## src/rtl/lsm_pkg.sv

```systemverilog
// Shared types and constants of the lidar sector minimum-range monitor.
package lsm_pkg;

    // Configuration port geometry.
    localparam int CFG_INDEX_BITS = 3;
    localparam int CFG_DATA_BITS  = 19;

    // Fixed field widths.
    localparam int START_BITS = 19;
    localparam int STEP_BITS  = 18;
    localparam int MM_BITS    = 16;
    localparam int OUT_ANGLE_BITS = 32;
    localparam int MASK_BITS  = 5;

    // Sector limits in Q16 radians: pi/4 and 3pi/4.
    localparam int QPI4  = 51471;
    localparam int Q3PI4 = 154415;

    // Register indexes of the configuration port.
    typedef enum logic [CFG_INDEX_BITS-1:0] {
        CFG_START_ANGLE   = 3'd0,
        CFG_ANGLE_STEP    = 3'd1,
        CFG_RANGE_FLOOR   = 3'd2,
        CFG_RANGE_CEILING = 3'd3,
        CFG_WARNING       = 3'd4,
        CFG_DANGER        = 3'd5
    } cfg_index_t;

    // Register reset values.
    localparam logic signed [START_BITS-1:0] START_ANGLE_RESET = -19'sd205887;
    localparam logic signed [STEP_BITS-1:0]  ANGLE_STEP_RESET  = 18'sd1144;
    localparam logic [MM_BITS-1:0] RANGE_FLOOR_RESET   = 16'd100;
    localparam logic [MM_BITS-1:0] RANGE_CEILING_RESET = 16'd12000;
    localparam logic [MM_BITS-1:0] WARNING_RESET       = 16'd500;
    localparam logic [MM_BITS-1:0] DANGER_RESET        = 16'd300;

    // Sector codes; the order matches the sector minimum table.
    typedef enum logic [1:0] {
        SEC_FRONT = 2'd0,
        SEC_LEFT  = 2'd1,
        SEC_BACK  = 2'd2,
        SEC_RIGHT = 2'd3
    } sector_t;

    // Safety level codes.
    typedef enum logic [1:0] {
        LVL_SAFE    = 2'd0,
        LVL_WARNING = 2'd1,
        LVL_DANGER  = 2'd2
    } level_t;

    // Classification of one sample as it travels through the queue.
    typedef struct packed {
        logic    hit;
        logic    last;
        sector_t sector;
    } item_ctl_t;

    // Settings used by the front part.
    typedef struct packed {
        logic signed [START_BITS-1:0] start_angle;
        logic signed [STEP_BITS-1:0]  angle_step;
        logic [MM_BITS-1:0]           range_floor_mm;
        logic [MM_BITS-1:0]           range_ceiling_mm;
    } front_cfg_t;

    // Settings used by the back part.
    typedef struct packed {
        logic [MM_BITS-1:0] warning_mm;
        logic [MM_BITS-1:0] danger_mm;
    } back_cfg_t;

endpackage

```

## src/rtl/lsm_sample_if.sv

```systemverilog
// Sample channel: one lidar range reading per transaction.
interface lsm_sample_if;
    logic                        valid;
    logic                        ready;
    logic [lsm_pkg::MM_BITS-1:0] range_mm;
    logic                        range_ok;
    logic                        scan_end;

    modport source (output valid, range_mm, range_ok, scan_end, input ready);
    modport sink   (input valid, range_mm, range_ok, scan_end, output ready);
endinterface

```

## src/rtl/lsm_result_if.sv

```systemverilog
// Result channel: one scan summary per transaction.
interface lsm_result_if;
    logic                                      valid;
    logic                                      ready;
    logic [lsm_pkg::MM_BITS-1:0]               nearest_mm;
    logic signed [lsm_pkg::OUT_ANGLE_BITS-1:0] nearest_angle;
    logic [lsm_pkg::MM_BITS-1:0]               front_mm;
    logic [lsm_pkg::MM_BITS-1:0]               left_mm;
    logic [lsm_pkg::MM_BITS-1:0]               back_mm;
    logic [lsm_pkg::MM_BITS-1:0]               right_mm;
    logic [lsm_pkg::MASK_BITS-1:0]             empty_mask;
    logic [1:0]                                safety_level;

    modport source (output valid, nearest_mm, nearest_angle, front_mm, left_mm, back_mm,
                    right_mm, empty_mask, safety_level, input ready);
    modport sink   (input valid, nearest_mm, nearest_angle, front_mm, left_mm, back_mm,
                    right_mm, empty_mask, safety_level, output ready);
endinterface

```

## src/rtl/lsm_cfg_if.sv

```systemverilog
// Configuration write channel: register index and write data.
interface lsm_cfg_if;
    logic                               valid;
    logic                               ready;
    logic [lsm_pkg::CFG_INDEX_BITS-1:0] reg_index;
    logic [lsm_pkg::CFG_DATA_BITS-1:0]  data;

    modport source (output valid, reg_index, data, input ready);
    modport sink   (input valid, reg_index, data, output ready);
endinterface

```

## src/rtl/lsm_front.sv

```systemverilog
// Front part: angle accumulator, range window check and sector classification.
module lsm_front #(
    parameter int RANGE_BITS = 16,
    parameter int ANGLE_BITS = 32,
    localparam int ITEM_BITS = $bits(lsm_pkg::item_ctl_t) + RANGE_BITS + ANGLE_BITS
) (
    input  logic                               clk,
    input  logic                               rst_n,
    lsm_sample_if.sink                         sample,
    input  lsm_pkg::front_cfg_t                cfg,
    input  logic                               reload,
    input  logic [lsm_pkg::START_BITS-1:0]     reload_angle,
    output logic                               q_valid,
    input  logic                               q_ready,
    output logic [ITEM_BITS-1:0]               q_data
);

    localparam int RW = (RANGE_BITS > lsm_pkg::MM_BITS) ? RANGE_BITS : lsm_pkg::MM_BITS;
    localparam logic [RW-1:0] RMAX_W = RW'((1 << RANGE_BITS) - 1);
    localparam logic signed [ANGLE_BITS-1:0] PI4  = ANGLE_BITS'(lsm_pkg::QPI4);
    localparam logic signed [ANGLE_BITS-1:0] PI34 = ANGLE_BITS'(lsm_pkg::Q3PI4);
    localparam logic signed [ANGLE_BITS-1:0] ANGLE_RESET =
        ANGLE_BITS'(lsm_pkg::START_ANGLE_RESET);

    logic signed [ANGLE_BITS-1:0] angle_acc_reg, angle_acc_next;
    logic signed [ANGLE_BITS-1:0] start_ext, step_ext;
    logic                         accept;
    logic [RW-1:0]                range_wide, range_sat;
    logic [RANGE_BITS-1:0]        range_val;
    lsm_pkg::item_ctl_t           ctl;

    assign accept    = sample.valid && q_ready;
    assign start_ext = ANGLE_BITS'($signed(cfg.start_angle));
    assign step_ext  = ANGLE_BITS'($signed(cfg.angle_step));

    // The accumulator reloads on a start angle write and at the end of every scan.
    always_comb
    begin
        angle_acc_next = angle_acc_reg;
        if (reload)
        begin
            angle_acc_next = ANGLE_BITS'($signed(reload_angle));
        end
        else if (accept)
        begin
            if (sample.scan_end)
            begin
                angle_acc_next = start_ext;
            end
            else
            begin
                angle_acc_next = angle_acc_reg + step_ext;
            end
        end
    end

    always_ff @(posedge clk or negedge rst_n)
    begin
        if (!rst_n)
        begin
            angle_acc_reg <= ANGLE_RESET;
        end
        else
        begin
            angle_acc_reg <= angle_acc_next;
        end
    end

    // Saturate the range to the stored width.
    assign range_wide = RW'(sample.range_mm);
    assign range_sat  = (range_wide > RMAX_W) ? RMAX_W : range_wide;
    assign range_val  = RANGE_BITS'(range_sat);

    // Window check and sector of the current angle.
    always_comb
    begin
        ctl.hit  = sample.range_ok && (sample.range_mm >= cfg.range_floor_mm)
                   && (sample.range_mm <= cfg.range_ceiling_mm);
        ctl.last = sample.scan_end;
        if ((angle_acc_reg >= -PI4) && (angle_acc_reg <= PI4))
        begin
            ctl.sector = lsm_pkg::SEC_FRONT;
        end
        else if ((angle_acc_reg > PI4) && (angle_acc_reg <= PI34))
        begin
            ctl.sector = lsm_pkg::SEC_LEFT;
        end
        else if ((angle_acc_reg < -PI4) && (angle_acc_reg >= -PI34))
        begin
            ctl.sector = lsm_pkg::SEC_RIGHT;
        end
        else
        begin
            ctl.sector = lsm_pkg::SEC_BACK;
        end
    end

    assign sample.ready = q_ready;
    assign q_valid      = sample.valid;
    assign q_data       = {ctl, range_val, angle_acc_reg};

endmodule

```

## src/rtl/lsm_queue.sv

```systemverilog
// Two-entry queue that decouples the front part from the back part.
module lsm_queue #(
    parameter int WIDTH = 52
) (
    input  logic             clk,
    input  logic             rst_n,
    input  logic             in_valid,
    output logic             in_ready,
    input  logic [WIDTH-1:0] in_data,
    output logic             out_valid,
    input  logic             out_ready,
    output logic [WIDTH-1:0] out_data
);

    logic [WIDTH-1:0] slot_reg [2];
    logic             wr_ptr_reg, rd_ptr_reg;
    logic [1:0]       count_reg, count_next;
    logic             push, pop;

    assign in_ready  = (count_reg != 2'd2);
    assign out_valid = (count_reg != 2'd0);
    assign out_data  = slot_reg[rd_ptr_reg];
    assign push      = in_valid && in_ready;
    assign pop       = out_valid && out_ready;

    // Occupancy follows pushes and pops.
    always_comb
    begin
        count_next = count_reg;
        if (push && !pop)
        begin
            count_next = count_reg + 2'd1;
        end
        else if (pop && !push)
        begin
            count_next = count_reg - 2'd1;
        end
    end

    always_ff @(posedge clk or negedge rst_n)
    begin
        if (!rst_n)
        begin
            wr_ptr_reg <= 1'b0;
            rd_ptr_reg <= 1'b0;
            count_reg  <= 2'd0;
        end
        else
        begin
            count_reg <= count_next;
            if (push)
            begin
                wr_ptr_reg <= ~wr_ptr_reg;
            end
            if (pop)
            begin
                rd_ptr_reg <= ~rd_ptr_reg;
            end
        end
    end

    // Storage slots.
    always_ff @(posedge clk)
    begin
        if (push)
        begin
            slot_reg[wr_ptr_reg] <= in_data;
        end
    end

endmodule

```

## src/rtl/lsm_back.sv

```systemverilog
// Back part: running minimums, scan summary and the result register.
module lsm_back #(
    parameter int RANGE_BITS = 16,
    parameter int ANGLE_BITS = 32,
    localparam int ITEM_BITS = $bits(lsm_pkg::item_ctl_t) + RANGE_BITS + ANGLE_BITS
) (
    input  logic                 clk,
    input  logic                 rst_n,
    input  logic                 q_valid,
    output logic                 q_ready,
    input  logic [ITEM_BITS-1:0] q_data,
    input  lsm_pkg::back_cfg_t   cfg,
    lsm_result_if.source         result
);

    localparam int CTL_BITS = $bits(lsm_pkg::item_ctl_t);
    localparam int RW = (RANGE_BITS > lsm_pkg::MM_BITS) ? RANGE_BITS : lsm_pkg::MM_BITS;
    localparam int MB = lsm_pkg::MM_BITS;

    lsm_pkg::item_ctl_t           ctl;
    logic [RANGE_BITS-1:0]        val;
    logic signed [ANGLE_BITS-1:0] ang;
    logic                         pop;

    logic [RANGE_BITS-1:0]        nearest_reg, nearest_next;
    logic signed [ANGLE_BITS-1:0] nearest_angle_reg, nearest_angle_next;
    logic [RANGE_BITS-1:0]        sector_min_reg [4];
    logic [RANGE_BITS-1:0]        sector_min_next [4];
    logic [lsm_pkg::MASK_BITS-1:0] seen_reg, seen_next;
    lsm_pkg::level_t              level;

    logic                                      res_valid_reg;
    logic [MB-1:0]                             res_nearest_reg;
    logic signed [lsm_pkg::OUT_ANGLE_BITS-1:0] res_angle_reg;
    logic [MB-1:0]                             res_sector_reg [4];
    logic [lsm_pkg::MASK_BITS-1:0]             res_mask_reg;
    lsm_pkg::level_t                           res_level_reg;

    assign ctl = lsm_pkg::item_ctl_t'(q_data[ITEM_BITS-1 -: CTL_BITS]);
    assign val = q_data[ANGLE_BITS +: RANGE_BITS];
    assign ang = $signed(q_data[ANGLE_BITS-1:0]);

    // Take the next item whenever the result register can take a summary.
    assign q_ready = !res_valid_reg || result.ready;
    assign pop     = q_valid && q_ready;

    // Minimum updates; ties keep the earlier sample.
    always_comb
    begin
        nearest_next       = nearest_reg;
        nearest_angle_next = nearest_angle_reg;
        sector_min_next    = sector_min_reg;
        seen_next          = seen_reg;
        if (ctl.hit)
        begin
            if (!seen_reg[0] || (val < nearest_reg))
            begin
                nearest_next       = val;
                nearest_angle_next = ang;
            end
            if (!seen_reg[{1'b0, ctl.sector} + 3'd1] || (val < sector_min_reg[ctl.sector]))
            begin
                sector_min_next[ctl.sector] = val;
            end
            seen_next = seen_reg | 5'b00001 | (5'b00010 << ctl.sector);
        end
    end

    // Safety level from the finished minimum; danger is tested first.
    always_comb
    begin
        level = lsm_pkg::LVL_SAFE;
        if (seen_next[0])
        begin
            if (RW'(nearest_next) < RW'(cfg.danger_mm))
            begin
                level = lsm_pkg::LVL_DANGER;
            end
            else if (RW'(nearest_next) < RW'(cfg.warning_mm))
            begin
                level = lsm_pkg::LVL_WARNING;
            end
        end
    end

    // Scan state; a scan end clears everything but the nearest angle.
    always_ff @(posedge clk or negedge rst_n)
    begin
        if (!rst_n)
        begin
            nearest_reg       <= '1;
            nearest_angle_reg <= '0;
            for (int i = 0; i < 4; i++)
            begin
                sector_min_reg[i] <= '1;
            end
            seen_reg      <= '0;
            res_valid_reg <= 1'b0;
        end
        else
        begin
            if (pop)
            begin
                nearest_angle_reg <= nearest_angle_next;
                if (ctl.last)
                begin
                    nearest_reg <= '1;
                    for (int i = 0; i < 4; i++)
                    begin
                        sector_min_reg[i] <= '1;
                    end
                    seen_reg <= '0;
                end
                else
                begin
                    nearest_reg    <= nearest_next;
                    sector_min_reg <= sector_min_next;
                    seen_reg       <= seen_next;
                end
            end
            if (pop && ctl.last)
            begin
                res_valid_reg <= 1'b1;
            end
            else if (result.ready)
            begin
                res_valid_reg <= 1'b0;
            end
        end
    end

    // Result payload register.
    always_ff @(posedge clk)
    begin
        if (pop && ctl.last)
        begin
            res_nearest_reg <= MB'(nearest_next);
            res_angle_reg   <= lsm_pkg::OUT_ANGLE_BITS'(nearest_angle_next);
            for (int i = 0; i < 4; i++)
            begin
                res_sector_reg[i] <= MB'(sector_min_next[i]);
            end
            res_mask_reg  <= ~seen_next;
            res_level_reg <= level;
        end
    end

    assign result.valid         = res_valid_reg;
    assign result.nearest_mm    = res_nearest_reg;
    assign result.nearest_angle = res_angle_reg;
    assign result.front_mm      = res_sector_reg[lsm_pkg::SEC_FRONT];
    assign result.left_mm       = res_sector_reg[lsm_pkg::SEC_LEFT];
    assign result.back_mm       = res_sector_reg[lsm_pkg::SEC_BACK];
    assign result.right_mm      = res_sector_reg[lsm_pkg::SEC_RIGHT];
    assign result.empty_mask    = res_mask_reg;
    assign result.safety_level  = res_level_reg;

endmodule

```

## src/rtl/lidar_sector_min_range_monitor.sv

```systemverilog
// Top level of the lidar sector minimum-range monitor.
//
// Usage: range samples enter on the sample channel, one per transaction, with
// range_ok marking a numeric reading and scan_end marking the last sample of
// a scan. Each sample gets the current angle of an accumulator that starts at
// start_angle and advances by angle_step per sample. The sample that carries
// scan_end produces one transaction on the result channel with the overall
// and per-sector minimums, the empty mask and the safety level; all other
// samples produce none. Registers are written on the cfg channel, which is
// always ready; writing start_angle also reloads the angle accumulator.
// Throughput is one sample per cycle while the result channel does not stall:
// the front part classifies a sample in the cycle it is taken, and the back
// part folds one sample a cycle into the minimums. The scan_end sample reaches
// the result through the queue slot and then the result register. A two-entry
// queue sits between the parts. While the result receiver stalls with a summary
// pending, the back part holds and the queue fills, after which the sample
// channel drops ready. Reset loads the register defaults, clears the minimums
// to all ones and the nearest angle to zero, and empties the queue.
module lidar_sector_min_range_monitor #(
    parameter int RANGE_BITS = 16,
    parameter int ANGLE_BITS = 32
) (
    input  logic          clk,
    input  logic          rst_n,
    lsm_sample_if.sink    sample,
    lsm_result_if.source  result,
    lsm_cfg_if.sink       cfg
);

    localparam int ITEM_BITS = $bits(lsm_pkg::item_ctl_t) + RANGE_BITS + ANGLE_BITS;

    lsm_pkg::front_cfg_t  front_cfg_reg;
    lsm_pkg::back_cfg_t   back_cfg_reg;
    logic                 reload;
    logic                 fq_valid, fq_ready, bq_valid, bq_ready;
    logic [ITEM_BITS-1:0] fq_data, bq_data;

    assign cfg.ready = 1'b1;
    assign reload    = cfg.valid && (cfg.reg_index == lsm_pkg::CFG_START_ANGLE);

    // Configuration registers.
    always_ff @(posedge clk or negedge rst_n)
    begin
        if (!rst_n)
        begin
            front_cfg_reg.start_angle      <= lsm_pkg::START_ANGLE_RESET;
            front_cfg_reg.angle_step       <= lsm_pkg::ANGLE_STEP_RESET;
            front_cfg_reg.range_floor_mm   <= lsm_pkg::RANGE_FLOOR_RESET;
            front_cfg_reg.range_ceiling_mm <= lsm_pkg::RANGE_CEILING_RESET;
            back_cfg_reg.warning_mm        <= lsm_pkg::WARNING_RESET;
            back_cfg_reg.danger_mm         <= lsm_pkg::DANGER_RESET;
        end
        else if (cfg.valid)
        begin
            unique case (cfg.reg_index)
                lsm_pkg::CFG_START_ANGLE:
                begin
                    front_cfg_reg.start_angle <= cfg.data[lsm_pkg::START_BITS-1:0];
                end
                lsm_pkg::CFG_ANGLE_STEP:
                begin
                    front_cfg_reg.angle_step <= cfg.data[lsm_pkg::STEP_BITS-1:0];
                end
                lsm_pkg::CFG_RANGE_FLOOR:
                begin
                    front_cfg_reg.range_floor_mm <= cfg.data[lsm_pkg::MM_BITS-1:0];
                end
                lsm_pkg::CFG_RANGE_CEILING:
                begin
                    front_cfg_reg.range_ceiling_mm <= cfg.data[lsm_pkg::MM_BITS-1:0];
                end
                lsm_pkg::CFG_WARNING:
                begin
                    back_cfg_reg.warning_mm <= cfg.data[lsm_pkg::MM_BITS-1:0];
                end
                lsm_pkg::CFG_DANGER:
                begin
                    back_cfg_reg.danger_mm <= cfg.data[lsm_pkg::MM_BITS-1:0];
                end
                default:
                begin
                end
            endcase
        end
    end

    // Front part: angle and classification.
    lsm_front #(
        .RANGE_BITS (RANGE_BITS),
        .ANGLE_BITS (ANGLE_BITS)
    ) u_front (
        .clk          (clk),
        .rst_n        (rst_n),
        .sample       (sample),
        .cfg          (front_cfg_reg),
        .reload       (reload),
        .reload_angle (cfg.data[lsm_pkg::START_BITS-1:0]),
        .q_valid      (fq_valid),
        .q_ready      (fq_ready),
        .q_data       (fq_data)
    );

    // Queue between the two parts.
    lsm_queue #(
        .WIDTH (ITEM_BITS)
    ) u_queue (
        .clk       (clk),
        .rst_n     (rst_n),
        .in_valid  (fq_valid),
        .in_ready  (fq_ready),
        .in_data   (fq_data),
        .out_valid (bq_valid),
        .out_ready (bq_ready),
        .out_data  (bq_data)
    );

    // Back part: minimums and scan summary.
    lsm_back #(
        .RANGE_BITS (RANGE_BITS),
        .ANGLE_BITS (ANGLE_BITS)
    ) u_back (
        .clk     (clk),
        .rst_n   (rst_n),
        .q_valid (bq_valid),
        .q_ready (bq_ready),
        .q_data  (bq_data),
        .cfg     (back_cfg_reg),
        .result  (result)
    );

endmodule
```

## src/flat_wrapper.sv

```systemverilog
// flat-port wrapper written by rule: the top's interface ports become plain ports
module lidar_sector_min_range_monitor_flat 
#(
    parameter int RANGE_BITS = 16,
    parameter int ANGLE_BITS = 32
)
  (clk, rst_n, sample_valid, sample_range_mm, sample_range_ok, sample_scan_end, sample_ready, result_valid, result_nearest_mm, result_nearest_angle, result_front_mm, result_left_mm, result_back_mm, result_right_mm, result_empty_mask, result_safety_level, result_ready, cfg_valid, cfg_reg_index, cfg_data, cfg_ready);
  lsm_sample_if sample_i ();
  lsm_result_if result_i ();
  lsm_cfg_if cfg_i ();
  input  logic clk;
  input  logic rst_n;
  input wire logic [$bits(sample_i.valid)-1:0] sample_valid;
  input wire logic [$bits(sample_i.range_mm)-1:0] sample_range_mm;
  input wire logic [$bits(sample_i.range_ok)-1:0] sample_range_ok;
  input wire logic [$bits(sample_i.scan_end)-1:0] sample_scan_end;
  output wire logic [$bits(sample_i.ready)-1:0] sample_ready;
  output wire logic [$bits(result_i.valid)-1:0] result_valid;
  output wire logic [$bits(result_i.nearest_mm)-1:0] result_nearest_mm;
  output wire logic [$bits(result_i.nearest_angle)-1:0] result_nearest_angle;
  output wire logic [$bits(result_i.front_mm)-1:0] result_front_mm;
  output wire logic [$bits(result_i.left_mm)-1:0] result_left_mm;
  output wire logic [$bits(result_i.back_mm)-1:0] result_back_mm;
  output wire logic [$bits(result_i.right_mm)-1:0] result_right_mm;
  output wire logic [$bits(result_i.empty_mask)-1:0] result_empty_mask;
  output wire logic [$bits(result_i.safety_level)-1:0] result_safety_level;
  input wire logic [$bits(result_i.ready)-1:0] result_ready;
  input wire logic [$bits(cfg_i.valid)-1:0] cfg_valid;
  input wire logic [$bits(cfg_i.reg_index)-1:0] cfg_reg_index;
  input wire logic [$bits(cfg_i.data)-1:0] cfg_data;
  output wire logic [$bits(cfg_i.ready)-1:0] cfg_ready;
  assign sample_i.valid = sample_valid;
  assign sample_i.range_mm = sample_range_mm;
  assign sample_i.range_ok = sample_range_ok;
  assign sample_i.scan_end = sample_scan_end;
  assign sample_ready = sample_i.ready;
  assign result_valid = result_i.valid;
  assign result_nearest_mm = result_i.nearest_mm;
  assign result_nearest_angle = result_i.nearest_angle;
  assign result_front_mm = result_i.front_mm;
  assign result_left_mm = result_i.left_mm;
  assign result_back_mm = result_i.back_mm;
  assign result_right_mm = result_i.right_mm;
  assign result_empty_mask = result_i.empty_mask;
  assign result_safety_level = result_i.safety_level;
  assign result_i.ready = result_ready;
  assign cfg_i.valid = cfg_valid;
  assign cfg_i.reg_index = cfg_reg_index;
  assign cfg_i.data = cfg_data;
  assign cfg_ready = cfg_i.ready;
  lidar_sector_min_range_monitor #(.RANGE_BITS(RANGE_BITS), .ANGLE_BITS(ANGLE_BITS)) u_core (.clk(clk), .rst_n(rst_n), .sample(sample_i), .result(result_i), .cfg(cfg_i));
endmodule
```

## config.mk

```make
export PLATFORM = sky130hd
export DESIGN_NAME = lidar_sector_min_range_monitor_flat
export DESIGN_NICKNAME = d
export VERILOG_FILES = /design/src/rtl/lsm_pkg.sv /design/src/rtl/lsm_sample_if.sv /design/src/rtl/lsm_result_if.sv /design/src/rtl/lsm_cfg_if.sv /design/src/rtl/lsm_front.sv /design/src/rtl/lsm_queue.sv /design/src/rtl/lsm_back.sv /design/src/rtl/lidar_sector_min_range_monitor.sv /design/src/flat_wrapper.sv
export SDC_FILE = /design/constraint.sdc
export NUM_CORES = 1
export LEC_CHECK = 0
export ABC_AREA = 1
export BUFFER_PORTS_ARGS = -buffer_cell sky130_fd_sc_hd__buf_2
export CORE_MARGIN = 1
export CORE_UTILIZATION = 30
export CTS_BUF_LIST = sky130_fd_sc_hd__clkbuf_4
export DETAILED_ROUTE_END_ITERATION = 6
export GPL_ROUTABILITY_DRIVEN = 0
export PLACE_DENSITY = 0.51
export SLEW_MARGIN = 40
export SYNTH_ARGS = -nofsm -noshare
export SYNTH_HDL_FRONTEND = slang
export SYNTH_SLANG_ARGS = --single-unit
export TNS_END_PERCENT = 30
```

## constraint.sdc

```tcl
create_clock -name clk -period 11.58 [get_ports clk]
set_clock_uncertainty 0.1 [all_clocks]
set_input_delay 2.316 -clock clk [delete_from_list [all_inputs] [get_ports clk]]
set_output_delay 2.316 -clock clk [all_outputs]
set_load 0.05 [all_outputs]
```

==> metrics, run 1 <==
clk slew on worst S/H paths=0.06 ns; Worst Setup End Kind=flop; core area=77300 sq um; Max Transition Viols Final=0; vias in the first global route=17900; achievable clock frequency=185 MHz; TritonCTS Buffers=134; final net count=2820; Post-DP HPWL=47700 um; HP Class=reg -> reg; Internal=0.00494 W; Vias/cell=4.78; vias=between 15000 and 20000; Main synth FF type=edfxtp_1; period utilization=46.6%; peak fanout along the critical path=70; Post CTS Setup Buffer Count=0; commonest non-fill, non-tap cell in the layout=nand2_1; Max clock buf depth=3; critical path launch point type=flop; Root Buffer=clkbuf_4; peak supply drop=~0.13 mV; clock latency on the worst-skew pair=roughly 0.95 ns; fraction of layout cells with a size suffix above 1=between 20% and 30%; post-CTS sizing=0; mux contribution to synthesized area=1.55%; Post-Route Setup TNS=0 ns; r2r startpoint=u_core.u_queue.rd_ptr_reg; Net Count, Synth=between 2000 and 3000; drt drc=0; Syn-to-layout area delta=16.6%; Crit Path Category=reg -> reg; status=completed; Die H=281 um; most frequent cells in the layout=681 x nand2_1, 223 x edfxtp_1, 216 x o21ai_0; synth warn=0; Die X=281 um; Reg power frac=35.1%; GR Util All Layers=17.2%; # hold bufs at CTS=0; clk sinks=~480; CTS tree=yes; Crit. Startpoint=u_core.u_queue.rd_ptr_reg; Overflow after GRT=0; switching share of power=45.8%; Leakage=12.3 nW; adder-cell share of the synthesized area=6.93%; simple-gate share of the synthesized area=roughly 15%; die area=between 70000 and 80000 sq um; Post-DRT Antenna Nets=0; final setup violation count=0; DR WL/cell=17.7 um; Distinct cells, synth=55; relative slew slack=46.3%; gate count of the mapped netlist=2422; Mapped Area=roughly 23000 sq um; Initial Util=30.3%; PwrDens=between 300 and 400 nW/um^2; Synth async-reset ratio=a little over half; Largest register FFs=about 100; Fin. Hold Viols=0; drt initial violations=1575; first-pass GRT wire length=104000 um; NetSw=about 0.0042 W; max-cap viol count=0; Fill cells=7954; hold_sp=u_core.front_cfg_reg[62]; final WL=67200 um; Slew @ Worst Pin=0.797 ns; Pwr Total=0.00912 W; IO Pins=167; syn_area_per_cell=9.66 sq um; maximum number of pins on one net before global-route repair=101; combinational share of power=46.2%; htree depth=4; EDFF count, synth=approximately 220; XOR/XNOR Fraction of Synth Area=less than 1%; Critical Path RT=around 12 ns; antenna violations before repair=12; RSZ-0062 raised after global routing=no; largest family of logic cells by synthesized area=simple AND/OR/NAND/NOR gates; sequential-to-total area share from yosys stat=a little under three fifths; port bufs=between 150 and 200; FP Rows=102; minimum clock period=5.40 ns; DRT Pass-1 Iters=6; Compound-Gate Fraction of Synth Area=about 14%; Worst EP arrival=~6.0 ns; Clk network pwr share=a little under a fifth; register bit total from synthesis=478
[cells by family (layout without fill, tap and decap cells)]
kind of cell | Yosys count | in the layout
buffers and inverters | 320 | 653
other | 1 | 3
adder cells (fa/ha/maj) | 129 | 129
multiplexers | 36 | 36
flip-flops | 478 | 478
XOR/XNOR | 23 | 23
AND/OR/NAND/NOR | 872 | 872
AO/OA/AOI/OAI | 563 | 563
[final cells by class]
type	count	area (sq um)	area share [%]
flip-flops and latches	478	13300	48.6
repair buffers	189	1080	3.96
multi-input cells	1624	8920	32.7
clock inverters	46	402	1.47
clock buffers	199	1490	5.48
inverters	219	828	3.04
well taps	1040	1300	4.77
diodes	2	5.00	0.0183
[routing by layer]
layer / vias up / share of wire, % / global-route usage [%]
li1: 8782 / - / -
met4: 16 / 2.2 / 6.06
met3: 115 / 6.2 / 4.50
met2: 535 / 44 / 26.0
met1: 8713 / 47 / 23.8
met5: - / 0.15 / 0
[path summary, 6_finish.rpt]
check,end,slack (ns),cells past startpoint
worst min register to register,u_core.front_cfg_reg[62],0.37,2
worst max-delay path,u_core.u_back.result.safety_level[0],6.18,23
worst min-delay path,u_core.front_cfg_reg[62],0.37,2
min in group asynchronous,u_core.front_cfg_reg[43],1.23,1
worst max register to register,u_core.u_back.result.safety_level[0],6.18,23
max in group asynchronous,u_core.u_queue.rd_ptr_reg,8.64,3
[worst max-delay path, stage by stage (launching register included)]
cell and delay (ns):
dfrtp_2 0.57, buf_4 0.37, o21ai_0 0.71, inv_1 0.23
ha_1 0.36, nand2_1 0.06, inv_1 0.05, nand3_1 0.07
nor3_1 0.15, nand2_1 0.08, nand2_1 0.07, nand2_1 0.07
nand2_2 0.31, buf_4 0.56, o21ai_0 0.40, ha_1 0.38
nand2_1 0.06, nand2_1 0.06, nand2_1 0.07, nand2_1 0.06
nand2_1 0.06, nand2_1 0.07, a21oi_1 0.13, nor2_1 0.06
[cells in the mapped netlist (all sizes together) (5+ instances only)]
| cell | number | area (sq um) |
|---|---|---|
| edfxtp | 223 | 6700 |
| a21oi | 184 | 921 |
| o221ai | 10 | 87.6 |
| nor2 | 87 | 327 |
| a32o | 15 | 150 |
| dfrtp | 117 | 2930 |
| nand2 | 693 | 2640 |
| nand3 | 30 | 150 |
| xnor2 | 8 | 70.1 |
| ha | 128 | 1600 |
| xor2 | 15 | 131 |
| a211oi | 7 | 52.6 |
| a21o | 6 | 45.0 |
| buf | 22 | 168 |
| clkbuf | 79 | 297 |
| o21bai | 5 | 37.5 |
| a22oi | 14 | 105 |
| o21ai | 286 | 1480 |
| o211ai | 11 | 87.6 |
| mux2i | 34 | 340 |
| dfstp | 138 | 3630 |
| or2 | 22 | 138 |
| nand4 | 20 | 125 |
| nor3 | 11 | 55.1 |
| inv | 215 | 810 |
[through the flow]
step | worst slack [ns] | hold WS, ns | instances | utilization, % | instance area, sq um
finish | 6.18 | 0.365 | 3797 | 35.3 | 27300
global route | 5.63 | 0.393 | 3797 | 35.3 | 27300
CTS | 6.16 | 0.365 | 3795 | 35.3 | 27300
detailed placement | 6.20 | 0.354 | 3550 | 32.8 | 25400
global placement | 6.23 | 0.354 | 3548 | 32.7 | 25300
floorplan | 4.50 | 0.344 | 2422 | - | 23400
[power groups by stage]
| stage | clock (W) | combinational [W] | sequential (W) |
|---|---|---|---|
| after CTS | 0.00177 | 0.00424 | 0.00321 |
| after detailed placement | 0 | 0.00422 | 0.00323 |
| after global placement | 0 | 0.00412 | 0.00323 |
| after floorplan | 0 | 0.00241 | 0.00379 |
| after global routing | 0.00186 | 0.00469 | 0.00328 |
| final | 0.00171 | 0.00421 | 0.00320 |
No activity file was read; power rests on OpenSTA's default activity.
==> inputs of run 2 (changes only) <==
==> constraint.sdc (replaced) <==
create_clock -name clk -period 5.08 [get_ports clk]
set_clock_uncertainty 0.1 [all_clocks]
set_input_delay 1.016 -clock clk [delete_from_list [all_inputs] [get_ports clk]]
set_output_delay 1.016 -clock clk [all_outputs]
set_load 0.05 [all_outputs]
==> metrics, run 2 (synthesis results as in run 1) <==
status=completed (unchanged); die area=79100 sq um (unchanged); final WL=68300 um (was 67200 um); pre-CTS setup slack=0.382 ns (was 6.20 ns); vias in the first global route=17900 (about the same); CTS tree=yes (unchanged); DR WL/cell=17.9 um (was 17.7 um); critical path launch point type=flop (unchanged); htree depth=4 (unchanged); drt drc=0 (unchanged); Die X=281 um (unchanged); clock latency on the worst-skew pair=0.95 ns (about the same); port bufs=165 (unchanged); relative slew slack=45.9% (was 46.3%); achievable clock frequency=217 MHz (was 185 MHz); Max Transition Viols Final=0 (unchanged); slowest CP cell=dfrtp_4 (was o21ai_0); Syn-to-layout area delta=16.6% (about the same); multi-input logic area=8920 sq um (about the same); antenna violations before repair=12 (unchanged); drt initial violations=1270 (was 1575); Worst Setup End Kind=flop (unchanged); peak supply drop=0.381 mV (was 0.128 mV); Finished Cell Area=27300 sq um (about the same); vias=18200 (about the same); Post-DRT Antenna Nets=0 (unchanged); final net count=2833 (was 2820); final setup violation count=0 (unchanged); CP Cell Sequence=inv_4 > or2_2 > o21ai_0 > inv_1 > ha_1 > a21oi_1 > o21ai_0 > a21oi_1 > nand2_1 > nand2_1 > nand2_2 > o21ai_0 > inv_1 > ha_1 > nand4_1 > a21oi_1 > a2111oi_0 > o21a_1 > nand2_1 > nor2_1 (was buf_4 > o21ai_0 > inv_1 > ha_1 > nand2_1 > inv_1 > nand3_1 > nor3_1 > nand2_1 > nand2_1 > nand2_1 > nand2_2 > buf_4 > o21ai_0 > ha_1 > nand2_1 > nand2_1 > nand2_1 > nand2_1 > nand2_1 > nand2_1 > a21oi_1 > nor2_1); Leakage=12.3 nW (about the same); Initial Util=30.3% (unchanged); Post-DP HPWL=48200 um (was 47700 um); RSZ-0062 raised after global routing=no (unchanged); maximum number of pins on one net before global-route repair=154 (was 101); Fin. Hold Viols=0 (unchanged); minimum clock period=4.62 ns (was 5.40 ns); Fill cells=7967 (was 7954); slack of the critical path=0.465 ns (was 6.18 ns); Overflow after GRT=0 (unchanged); Die H=281 um (unchanged); period utilization=90.8% (was 46.6%); Critical Path RT=5.77 ns (was 12.16 ns); TritonCTS Buffers=133 (was 134); placed inst area=25500 sq um (was 25400 sq um); Post CTS Setup Buffer Count=0 (unchanged); register area=13300 sq um (about the same); Root Buffer=clkbuf_4 (unchanged); most frequent cells in the layout=680 x nand2_1, 223 x edfxtp_1, 219 x o21ai_0 (was 681 x nand2_1, 223 x edfxtp_1, 216 x o21ai_0); first-pass GRT wire length=105000 um (was 104000 um); max-cap viol count=0 (unchanged); DRT Pass-1 Iters=6 (unchanged); CP max stage delay=0.57 ns (was 0.71 ns); Slew @ Worst Pin=0.809 ns (was 0.797 ns); IO Pins=167 (unchanged); peak fanout along the critical path=31 (was 70); fraction of layout cells with a size suffix above 1=22.4% (was 22.2%); Finished Layout Cells=3817 (was 3797); FP Rows=102 (unchanged); clk sinks=478 (unchanged); clk slew on worst S/H paths=0.06 ns (about the same); DP Cell Count=3562 (was 3550); GR Util All Layers=17.4% (was 17.2%); Vias/cell=4.76 (was 4.78); Final Util=35.3% (about the same); core area=77300 sq um (unchanged); PwrDens=758 nW/um^2 (was 334 nW/um^2); Largest register FFs=104 (unchanged); Max clock buf depth=3 (unchanged); Post-Route Setup TNS=0 ns (unchanged); HP Class=in -> reg (was reg -> reg); R2R cell count=20 (was 23); Worst EP arrival=5.30 ns (was 5.98 ns); commonest non-fill, non-tap cell in the layout=nand2_1 (unchanged); Cells on Worst Hold Path=2 (unchanged); Crit Path Category=reg -> reg (unchanged)
[run 2: cell types whose count changed in the layout (fill, tap and decap cells not counted), moves of 3 or more]
cell,previous run,this run
clkinv_1,24,30
clkinv_2,11,16
clkbuf_4,199,194
o21ai_0,216,219
buf_4,18,32
o21ai_1,56,53
diode_2,2,8
bufinv_16,8,4
[run 2: metrics by stage]
stage,hold WS (ns),power (W)
detailed placement,0.362,0.0171
global route,0.101,0.0223
global placement,0.358,0.0169
floorplan,0.344,0.0141
CTS,0.0612,0.0208
finish,0.177,0.0207
[run 2: cell type report]
type | count | area share (%)
Tap cell | 1040 | 4.77
Clock inverter | 51 | 1.17
Inverter | 219 | 3.03
Multi-Input combinational cell | 1624 | 32.7
Timing Repair Buffer | 203 | 4.37
Antenna cell | 8 | 0.0734
Clock buffer | 194 | 5.34
Sequential cell | 478 | 48.6
[run 2: layer usage]
metal  vias up  global-route usage [%]  part of all wire [%]
met2       496                    26.4                    44
met5         -                       0                  0.10
met4        12                    5.81                   2.1
met3       104                    4.15                   5.8
li1       8801                       -                     -
met1      8758                    24.4                    48
[run 2: path summary, 6_finish.rpt]
check                           slack, ns                              endpoint                       from
worst max-delay path                 0.46  u_core.u_back.result.safety_level[0]  u_core.u_queue.rd_ptr_reg
worst min-delay path                 0.18            u_core.u_back.result.valid               result_ready
min in group asynchronous            0.51   u_core.u_back.nearest_angle_reg[20]                      rst_n
worst min register to register       0.37              u_core.front_cfg_reg[57]   u_core.front_cfg_reg[57]
worst max register to register       0.46  u_core.u_back.result.safety_level[0]  u_core.u_queue.rd_ptr_reg
max in group asynchronous            3.15       u_core.u_front.angle_acc_reg[0]                      rst_n
[run 2: report_power, final]
| group | internal (W) | total, W | switching (W) |
|---|---|---|---|
| Combinational | 0.00282 | 0.00973 | 0.00691 |
| Clock | 0.00197 | 0.00366 | 0.00169 |
| Sequential | 0.00630 | 0.00730 | 0.000997 |
[run 2: critical path, delay by kind of cell (launching register included)]
kind	cells	cell delay, ns
compound gates	8	1.61
simple gates	7	1.05
fa+ha+maj	2	0.64
flops	1	0.57
buf+inv	3	0.45
[run 2: what timing repair did]
item | CTS | global route
hold buffers | 1 | 0
hold endpoints to repair | 32 | 0
resized for setup | 0 | 3
setup endpoints to repair | 0 | 1
==> inputs of run 3 (changes only) <==
--- a/config.mk
+++ b/config.mk
@@ -7,14 +7,15 @@
 export LEC_CHECK = 0
 export ABC_AREA = 1
 export BUFFER_PORTS_ARGS = -buffer_cell sky130_fd_sc_hd__buf_2
-export CORE_MARGIN = 1
+export CELL_PAD_IN_SITES_DETAIL_PLACEMENT = 0
+export CELL_PAD_IN_SITES_GLOBAL_PLACEMENT = 2
+export CORE_MARGIN = 2
 export CORE_UTILIZATION = 30
 export CTS_BUF_LIST = sky130_fd_sc_hd__clkbuf_4
 export DETAILED_ROUTE_END_ITERATION = 6
 export GPL_ROUTABILITY_DRIVEN = 0
-export PLACE_DENSITY = 0.51
+export PLACE_DENSITY = 0.7
 export SLEW_MARGIN = 40
 export SYNTH_ARGS = -nofsm -noshare
 export SYNTH_HDL_FRONTEND = slang
 export SYNTH_SLANG_ARGS = --single-unit
-export TNS_END_PERCENT = 30
==> metrics, run 3 (synthesis results as in run 1) <==
busiest grt layer=met1 (was met2); antenna violations before repair=3 (was 12); peak supply drop=0.321 mV (was 0.381 mV); combinational share of power=47.0% (about the same); clk slew on worst S/H paths=0.07 ns (was 0.06 ns); NetSw=0.00970 W (was 0.00960 W); Root Buffer=clkbuf_4 (unchanged); final net count=2846 (was 2833); critical path launch point type=flop (unchanged); Die H=283 um (was 281 um); Pwr Total=0.0210 W (was 0.0207 W); Worst Setup End Kind=flop (unchanged); Vias/cell=4.76 (about the same); Leakage=12.3 nW (about the same); max-cap viol count=0 (unchanged); Slew @ Worst Pin=0.853 ns (was 0.809 ns); Initial Util=30.3% (unchanged); achievable clock frequency=217 MHz (about the same); htree depth=4 (unchanged); fraction of layout cells with a size suffix above 1=23.0% (was 22.4%); core area=77300 sq um (unchanged); minimum clock period=4.62 ns (about the same); TritonCTS Buffers=140 (was 133); PwrDens=764 nW/um^2 (was 758 nW/um^2); GR Util All Layers=17.6% (was 17.4%); CP max stage delay=0.56 ns (was 0.57 ns); drt initial violations=1259 (was 1270); Post CTS Setup Buffer Count=0 (unchanged); DR WL/cell=18.5 um (was 17.9 um); drt drc=0 (unchanged); Internal=0.0113 W (was 0.0111 W); switching share of power=46.3% (was 46.4%); Overflow after GRT=0 (unchanged); final setup violation count=0 (unchanged); HP Class=in -> reg (unchanged); Fin. Hold Viols=0 (unchanged); M1 GR Usage=25.9% (was 24.4%); port bufs=165 (unchanged); Post-Route Setup TNS=0 ns (unchanged); CTS tree=yes (unchanged); Crit Path Category=reg -> reg (unchanged); worst path bufs/invs=5 (was 3); Largest register FFs=104 (unchanged); Critical Path RT=5.80 ns (was 5.77 ns); vias in the first global route=18000 (was 17900); clock latency on the worst-skew pair=0.98 ns (was 0.95 ns); FP Rows=102 (unchanged); GR met3 Demand/Resource=3.94% (was 4.15%); Finished Layout Cells=3829 (was 3817); slowest CP cell=dfrtp_4 (unchanged); first-pass GRT wire length=109000 um (was 105000 um); peak fanout along the critical path=31 (unchanged); vias=18200 (about the same); worst hold margin=0.182 ns (was 0.177 ns); Max clock buf depth=3 (unchanged); DRT Pass-1 Iters=5 (was 6); Die X=283 um (was 281 um); maximum number of pins on one net before global-route repair=130 (was 154); relative slew slack=43.2% (was 45.9%); Max Transition Viols Final=0 (unchanged); commonest non-fill, non-tap cell in the layout=nand2_1 (unchanged); status=completed (unchanged); Clk network pwr share=18.3% (was 17.7%); Post-DRT Antenna Nets=0 (unchanged); period utilization=90.9% (was 90.8%); met2 GRT Util=25.3% (was 26.4%); Worst EP arrival=5.34 ns (was 5.30 ns); CP Cell Sequence=inv_4 > or2_2 > o21ai_1 > inv_1 > ha_1 > nand2_1 > inv_1 > nand3_1 > inv_1 > a21oi_1 > nand2_1 > nand2_1 > nand2_4 > o21ai_0 > inv_1 > ha_1 > a21oi_1 > nand3b_1 > a21oi_1 > a2111oi_0 > o21a_1 > nand2_1 > nor2_1 (was inv_4 > or2_2 > o21ai_0 > inv_1 > ha_1 > a21oi_1 > o21ai_0 > a21oi_1 > nand2_1 > nand2_1 > nand2_2 > o21ai_0 > inv_1 > ha_1 > nand4_1 > a21oi_1 > a2111oi_0 > o21a_1 > nand2_1 > nor2_1); final WL=70700 um (was 68300 um); clk sinks=478 (unchanged); cell family with most CP delay=compound AO/OA/AOI/OAI gates (unchanged); DP Cell Count=3568 (was 3562); Reg power frac=34.7% (was 35.3%); Post-DP HPWL=49500 um (was 48200 um); Syn-to-layout area delta=17.2% (was 16.6%); IO Pins=167 (unchanged); RSZ-0062 raised after global routing=no (unchanged); die area=80300 sq um (was 79100 sq um); most frequent cells in the layout=680 x nand2_1, 223 x edfxtp_1, 219 x o21ai_0 (unchanged)
[run 3: cell type report]
type / count / area [sq um]
Multi-Input combinational cell: 1624 / 8920
Fill cell: 8017 / 49900
Inverter: 219 / 827
Clock inverter: 37 / 238
Antenna cell: 4 / 10.0
Sequential cell: 478 / 13300
Clock buffer: 218 / 1640
Tap cell: 1040 / 1300
Timing Repair Buffer: 209 / 1240
[run 3: path summary, 6_finish.rpt]
check	from	to	slack, ns	depth (start not counted)
min reg2reg	u_core.front_cfg_reg[68]	u_core.front_cfg_reg[68]	0.37	2
max reg2reg	u_core.u_queue.rd_ptr_reg	u_core.u_back.result.safety_level[0]	0.46	23
max	u_core.u_queue.rd_ptr_reg	u_core.u_back.result.safety_level[0]	0.46	23
min	result_ready	u_core.u_back.result.valid	0.18	2
max in group asynchronous	rst_n	u_core.back_cfg_reg[20]	3.23	3
min in group asynchronous	rst_n	u_core.u_back.nearest_angle_reg[16]	0.62	2
[run 3: power by group through the flow]
stage                     Combinational [W]  Clock [W]  Sequential (W)
after global placement              0.00972          0         0.00730
final                               0.00985    0.00384         0.00727
after global routing                 0.0110    0.00422         0.00744
after floorplan                     0.00550          0         0.00861
after CTS                           0.00992    0.00400         0.00728
after detailed placement            0.00988          0         0.00734
[run 3: repair_timing]
| action | in CTS | in global routing |
|---|---|---|
| endpoints found under the hold margin | 48 | 0 |
| hold buffers | 1 | 0 |
| endpoints found under the setup margin | 0 | 2 |
| resized for setup | 0 | 4 |
[run 3: per-layer routing]
layer	vias up	wire, um
met5	-	0
met1	8744	35500
met3	123	3570
li1	8857	-
met2	494	29800
met4	0	1750
[run 3: per-stage QoR]
| stage | util, % | worst slack, ns | cell area [sq um] |
|---|---|---|---|
| finish | 35.5 | 0.461 | 27400 |
| global route | 35.5 | 0.0232 | 27400 |
| CTS | 35.4 | 0.110 | 27400 |
| detailed placement | 33.0 | 0.115 | 25500 |
| global placement | 32.9 | 0.226 | 25500 |
| floorplan | - | 0.989 | 23400 |
